`config.mk`:
```
export PLATFORM = sky130hd
export DESIGN_NAME = bbf_cfg_regs
export DESIGN_NICKNAME = d
export VERILOG_FILES = /design/src/rtl/bbf_pkg.sv /design/src/rtl/bbf_cfg_regs.sv
export SDC_FILE = /design/constraint.sdc
export NUM_CORES = 1
export LEC_CHECK = 0
export BUFFER_PORTS_ARGS = -buffer_cell sky130_fd_sc_hd__buf_2
export CAP_MARGIN = 5
export CORE_MARGIN = 1
export CORE_UTILIZATION = 25
export CTS_BUF_LIST = sky130_fd_sc_hd__clkbuf_2 sky130_fd_sc_hd__clkbuf_4 sky130_fd_sc_hd__clkbuf_8
export DETAILED_ROUTE_END_ITERATION = 12
export SETUP_SLACK_MARGIN = 0.1
export SYNTH_ARGS = -nofsm -noshare
export SYNTH_HDL_FRONTEND = slang
export SYNTH_SLANG_ARGS = --single-unit
```
`constraint.sdc`:
```
create_clock -name clk -period 1 [get_ports clk]
set_clock_uncertainty 0.1 [all_clocks]
set_input_delay 0 -clock clk [delete_from_list [all_inputs] [get_ports clk]]
set_output_delay 0 -clock clk [all_outputs]
set_load 0.01 [all_outputs]
```
`src/rtl/bbf_pkg.sv`:
```
`default_nettype none

package bbf_pkg;

	localparam int COEF_W     = 24;
	localparam int ORDER_W    = 2;
	localparam int CFG_IDX_W  = 3;

	// order code that drops the second-back taps, every other code runs second order
	localparam logic [ORDER_W-1:0] ORDER_FIRST  = 2'd1;
	localparam logic [ORDER_W-1:0] ORDER_SECOND = 2'd2;

	typedef enum logic [CFG_IDX_W-1:0] {
		REG_GAIN_X0      = 3'd0,
		REG_GAIN_X1      = 3'd1,
		REG_GAIN_X2      = 3'd2,
		REG_GAIN_Y1      = 3'd3,
		REG_GAIN_Y2      = 3'd4,
		REG_ORDER_SEL    = 3'd5
	} bbf_reg_e;

	typedef struct packed {
		logic signed [COEF_W-1:0]  gain_x0;
		logic signed [COEF_W-1:0]  gain_x1;
		logic signed [COEF_W-1:0]  gain_x2;
		logic signed [COEF_W-1:0]  gain_y1;
		logic signed [COEF_W-1:0]  gain_y2;
		logic        [ORDER_W-1:0] order_sel;
	} bbf_coef_t;

endpackage

`default_nettype wire

```
`src/rtl/bbf_cfg_regs.sv`:
```
`default_nettype none

module bbf_cfg_regs #(
	parameter int COEF_FRAC_BITS = 20
) (
	input  wire logic                           clk,
	input  wire logic                           arst_n,
	input  wire logic                           cfg_valid,
	output logic                                cfg_ready,
	input  wire logic [bbf_pkg::CFG_IDX_W-1:0]  cfg_index,
	input  wire logic [bbf_pkg::COEF_W-1:0]     cfg_data,
	output bbf_pkg::bbf_coef_t                  coef
);

	// 1.0 in the coefficient format
	localparam logic [bbf_pkg::COEF_W-1:0] UNITY_GAIN =
		bbf_pkg::COEF_W'(64'd1 << COEF_FRAC_BITS);

	bbf_pkg::bbf_coef_t coef_q;

	assign cfg_ready = 1'b1;
	assign coef      = coef_q;

	always_ff @(posedge clk or negedge arst_n) begin
		if (!arst_n) begin
			coef_q.gain_x0      <= UNITY_GAIN;
			coef_q.gain_x1      <= '0;
			coef_q.gain_x2      <= '0;
			coef_q.gain_y1      <= '0;
			coef_q.gain_y2      <= '0;
			coef_q.order_sel    <= bbf_pkg::ORDER_SECOND;
		end else if (cfg_valid && cfg_ready) begin
			unique case (bbf_pkg::bbf_reg_e'(cfg_index))
				bbf_pkg::REG_GAIN_X0:      coef_q.gain_x0 <= cfg_data;
				bbf_pkg::REG_GAIN_X1:      coef_q.gain_x1 <= cfg_data;
				bbf_pkg::REG_GAIN_X2:      coef_q.gain_x2 <= cfg_data;
				bbf_pkg::REG_GAIN_Y1:      coef_q.gain_y1 <= cfg_data;
				bbf_pkg::REG_GAIN_Y2:      coef_q.gain_y2 <= cfg_data;
				bbf_pkg::REG_ORDER_SEL:    coef_q.order_sel <= cfg_data[bbf_pkg::ORDER_W-1:0];
				default: begin
				end
			endcase
		end
	end

endmodule

`default_nettype wire

```
# ---- Word level (Yosys, flattened, before mapping)
# Cells that the tools add are included.
dict set report totals {
  ff_bits 122
  inputBits 30
  output_inout_bits 123
  wordCells 18
}
dict set report op_classes {
  eq_ne 5
  n_reduce_logical 7
}
# op n
set op_table {}
lappend op_table {{AND reduction 2 bit} 6}
lappend op_table {{equality test 3 x 2 -> 1 bit, second input constant} 2}
lappend op_table {{equality test 3 bit, second input constant} 2}
lappend op_table {{equality test 3 x 1 -> 1 bit, second input constant} 1}
lappend op_table {{zero test 3 bit} 1}

# ---- Depth between registers and ports, before layout
dict set report logic_depth {
  word_depth 2
  ltp_mapped 4
  depth_no_buf 2
}

# ---- Worst setup path before layout
# OpenSTA, ideal clock, no wires.
dict set report synth_path {
  path_kind {input to register}
  startpoint {in cfg_index[1] (netlist bit)}
  endpoint {reg coef_q, in the netlist coef[113]}
  setup_time_ns 0.125
  arrival_time_ns 0.942
  required_ns 0.775
  setup_slack_ns -0.166
  stages 3
  n_path_buf 1
  path_cell_list {nor4b_4 buf_6 mux2_2}
}
dict set report synth_via {
  elab_chain_len 2
}
# element line_no
set synth_lines {}
lappend synth_lines {{start: declaration} bbf_cfg_regs.sv:10} ;# input wire logic [bbf_pkg::CFG_IDX_W-1:0] cfg_index,
lappend synth_lines {{zero test 3 bit} bbf_cfg_regs.sv:33} ;# unique case (bbf_pkg::bbf_reg_e'(cfg_index))
lappend synth_lines {{AND reduction 2 bit (no source line)} --}
lappend synth_lines {{end: declaration} bbf_cfg_regs.sv:19} ;# bbf_pkg::bbf_coef_t coef_q;
# Every way passes these cells.
# A chain may end at the register's enable or synchronous reset.

# ---- Final worst setup path
dict set report layout_path {
  startpoint {reg coef_q, in the netlist coef[1]}
  endpoint {out coef[1] (netlist bit)}
}
# element line_no
set layout_lines {}
lappend layout_lines {{end: declaration} bbf_cfg_regs.sv:12} ;# output bbf_pkg::bbf_coef_t coef
# No word-level cell between the ends.

==> metrics.txt <==
# TYPE chip_impl_metric gauge
chip_impl_metric{name="detailedPlacementHpwl",unit="um"} 8030
chip_impl_metric{name="slew_viol_final",unit=""} 0
chip_impl_metric{name="met3_length",unit="um"} 749
chip_impl_metric{name="dr.first_iter.drc_count",unit=""} 85
chip_impl_metric{name="timing.hold.ws",unit="ps"} -65.4
chip_impl_metric{name="setup_total_negative_slack",unit="ps"} -7470
chip_impl_metric{name="areaGrowthSynthToFinish",unit="%"} 62.4
chip_impl_metric{name="clockBufferDepth",unit=""} 2
chip_impl_metric{name="routed_wire_length_per_instance",unit="um"} 16.5
chip_impl_info{name="setup.worst_path.end_class",value="output port"} 1
chip_impl_metric{name="post_drt_via_cell_ratio",unit=""} 4.19
chip_impl_metric{name="initial_util",unit="%"} 25.7
chip_impl_metric{name="syn-mean-instance-area",unit="um^2"} 17.5
chip_impl_metric{name="power_density",unit="nW/um^2"} 2150
chip_impl_metric{name="overflow",unit=""} 0
chip_impl_metric{name="grt_first_pass_wirelength",unit="um"} 19500
chip_impl_metric{name="ys_seq_area_share",unit="%"} 65.7
chip_impl_metric{name="post_synth_inst_count",unit=""} 265
chip_impl_metric{name="wl_met1",unit="um"} 5580
chip_impl_metric{name="max_cap_viol_count",unit=""} 0
chip_impl_metric{name="pin_count_of_the_biggest_net_entering_global_routing",unit=""} 37
chip_impl_metric{name="worst_path_bufs_invs",unit=""} 1
chip_impl_metric{name="site_row_count",unit=""} 49
chip_impl_metric{name="synth_area",unit="um^2"} 4650
chip_impl_metric{name="cts-htree-levels",unit=""} 4
chip_impl_metric{name="drt_pass1_iterations",unit=""} 8
chip_impl_metric{name="die_h",unit="um"} 138
chip_impl_metric{name="setup_slack",unit="ps"} -176
chip_impl_metric{name="worst_ep_arrival_time",unit="ps"} 1080
chip_impl_metric{name="timing.critical_path.slowest_cell_delay",unit="ps"} 540
chip_impl_metric{name="clock-sinks",unit=""} 122
chip_impl_metric{name="standby_leakage_power",unit="nW"} 3.69
chip_impl_metric{name="yosysWarnings",unit=""} 0
chip_impl_metric{name="wl_met2",unit="um"} 6080
chip_impl_metric{name="die_width",unit="um"} 138
chip_impl_metric{name="routed-via-count",unit=""} 3185
chip_impl_metric{name="power.ir.vdd_worst",unit="V"} 0.00122
chip_impl_info{name="failed_checks",value="DRC, hold timing, setup timing"} 1
chip_impl_metric{name="p_sw_share",unit="%"} 28.0
chip_impl_metric{name="finalCritPeriodShare",unit="%"} 118
chip_impl_metric{name="initial_antenna_violation_count",unit=""} 0
chip_impl_metric{name="seq_power_share",unit="%"} 41.4
chip_impl_metric{name="number_of_flip_flops_under_the_largest_register_name",unit=""} 122
chip_impl_metric{name="synth.lib_cells_used.distinct",unit=""} 13
chip_impl_metric{name="io_pins",unit=""} 153
chip_impl_metric{name="path_max_fanout",unit=""} 2
chip_impl_metric{name="global_route.usage.total",unit="%"} 13.3
chip_impl_metric{name="num_antenna_cells",unit=""} 0
chip_impl_metric{name="cts.hold.buffers_added",unit=""} 25
chip_impl_metric{name="skew_pair_late_insertion_delay",unit="ps"} 430
chip_impl_metric{name="die_area",unit="um^2"} 19200
chip_impl_metric{name="worst_ep_required_time",unit="ps"} 900
chip_impl_metric{name="stdcell_area",unit="um^2"} 7550
chip_impl_metric{name="placedInstanceArea",unit="um^2"} 6120
chip_impl_metric{name="final-hold-violation-count",unit=""} 17
chip_impl_metric{name="place_congestion",unit=""} 0.720
chip_impl_info{name="critical_path.cell_chain",value="buf_6"} 1
chip_impl_info{name="worst_setup_sp_type",value="flip-flop"} 1
chip_impl_metric{name="postSynthRegisterBits",unit=""} 122
chip_impl_info{name="critPathKind",value="reg2out"} 1
chip_impl_metric{name="internal-power",unit="mW"} 11.7
chip_impl_metric{name="totalPowerFinal",unit="mW"} 16.3
chip_impl_metric{name="maxClockFrequency",unit="GHz"} 0.850
chip_impl_metric{name="finalSetupViolations",unit=""} 124
chip_impl_info{name="uppermost_signal_routing_layer_after_detailed_routing",value="met4"} 1
chip_impl_metric{name="fin_crit",unit="ps"} 1180
chip_impl_info{name="hold_path_class",value="in2async"} 1
chip_impl_info{name="tritoncts",value="done"} 1
chip_impl_info{name="crit_slowest_cell",value="dfstp_2"} 1
chip_impl_metric{name="worst_setup_hold_path_clk_slew",unit="ps"} 80
chip_impl_metric{name="final_layout_size_suffix_gt1_share",unit="%"} 72.3
chip_impl_metric{name="power.net_switching",unit="mW"} 4.55
chip_impl_info{name="rsz0062_at_grt",value="yes"} 1
chip_impl_info{name="ctsRootBufferMaster",value="clkbuf_8"} 1
chip_impl_metric{name="combPwrFrac",unit="%"} 30.2
chip_impl_metric{name="nNetsFinal",unit=""} 548
chip_impl_info{name="run_status",value="complete, but fails checks"} 1
chip_impl_metric{name="first_global_vias",unit=""} 3514
chip_impl_metric{name="drc",unit=""} 16
chip_impl_info{name="cp_top_family",value="flip-flops"} 1
chip_impl_metric{name="mappedNetlistNets",unit=""} 295
chip_impl_metric{name="antenna_left",unit=""} 0
chip_impl_metric{name="floorplan.core_area",unit="um^2"} 18100
chip_impl_metric{name="cts_buffers",unit=""} 17
chip_impl_metric{name="clock_power_share",unit="%"} 28.4
chip_impl_metric{name="final.fill_count",unit=""} 1658
chip_impl_metric{name="io_buffers",unit=""} 151
chip_impl_metric{name="postRouteWirelength",unit="um"} 12500
per-layer routing:
metal  global-route usage, %  vias up
met5                       0        -
met4                    4.73        0
met3                    5.09        8
met2                    21.3       94
met1                    16.2     1639
li1                        -     1444
cell families after synthesis:
family,count (synthesis),synth area share [%]
buffers and inverters,14,2.91
DFF,122,65.7
muxes,122,29.5
other,1,0.0806
and+or+nand+nor,6,1.78
power by group through the flow:
stage | logic [mW] | registers (mW) | clock network, mW
global placement | 3.57 | 6.67 | 0
floorplan | 1.42 | 7.19 | 0
CTS | 4.45 | 6.63 | 4.78
global route | 5.21 | 6.86 | 5.00
finish | 4.91 | 6.72 | 4.62
detailed placement | 3.64 | 6.70 | 0
path summary, 6_finish.rpt:
kind | end | slack (ps) | startpoint | depth (start not counted)
worst min-delay path | coef[8] | -70 | arst_n | 2
worst max register to register | coef[16] | -10 | coef[16] | 2
max in group asynchronous | coef[15] | 360 | arst_n | 3
worst min register to register | coef[42] | 400 | coef[42] | 1
min in group clk | coef[1] | -60 | cfg_valid | 3
worst max-delay path | coef[1] | -180 | coef[1] | 1
synth_stat cells, drive strengths merged:
master | count | area share [%]
nand4b | 2 | 0.51
and4bb | 2 | 0.54
dfrtp | 120 | 65
conb | 1 | 0.081
mux2 | 122 | 30
dfstp | 2 | 1.1
buf | 14 | 2.9
nor4b | 1 | 0.51
nor4bb | 1 | 0.22
layout make-up:
| type | count | area [um^2] | area share, % |
|---|---|---|---|
| flip-flops and latches | 122 | 3060 | 40.5 |
| well taps | 229 | 287 | 3.79 |
| clock inverters | 14 | 170 | 2.25 |
| clock buffers | 18 | 248 | 3.28 |
| repair buffers | 248 | 2000 | 26.5 |
| multi-input cells | 129 | 1790 | 23.7 |
layout by cell type, fill, tap and decap left out, drive strengths merged:
| cell | count |
|---|---|
| and4bb | 2 |
| buf | 222 |
| bufinv | 3 |
| clkbuf | 19 |
| clkinv | 8 |
| clkinvlp | 1 |
| conb | 1 |
| dfrtp | 120 |
| dfstp | 2 |
| dlygate4sd3 | 25 |
| inv | 2 |
| mux2 | 122 |
| nand4b | 2 |
| nor4b | 1 |
| nor4bb | 1 |
metrics by stage:
stage	setup WS [ps]	std cells	utilization, %
after floorplan	-166	265	-
after CTS	-220	746	39.8
after detailed placement	-353	650	33.8
after global routing	-239	760	41.8
after global placement	-328	650	33.8
final	-176	760	41.8
what timing repair did:
item,in CTS,in global routing
gates cloned,0,1
hold endpoints to repair,244,17
buffers inserted,39,13
endpoints found under the setup margin,123,170
gates resized for setup,22,51
pin swaps,0,1
Power figures use the tool's default switching activity.
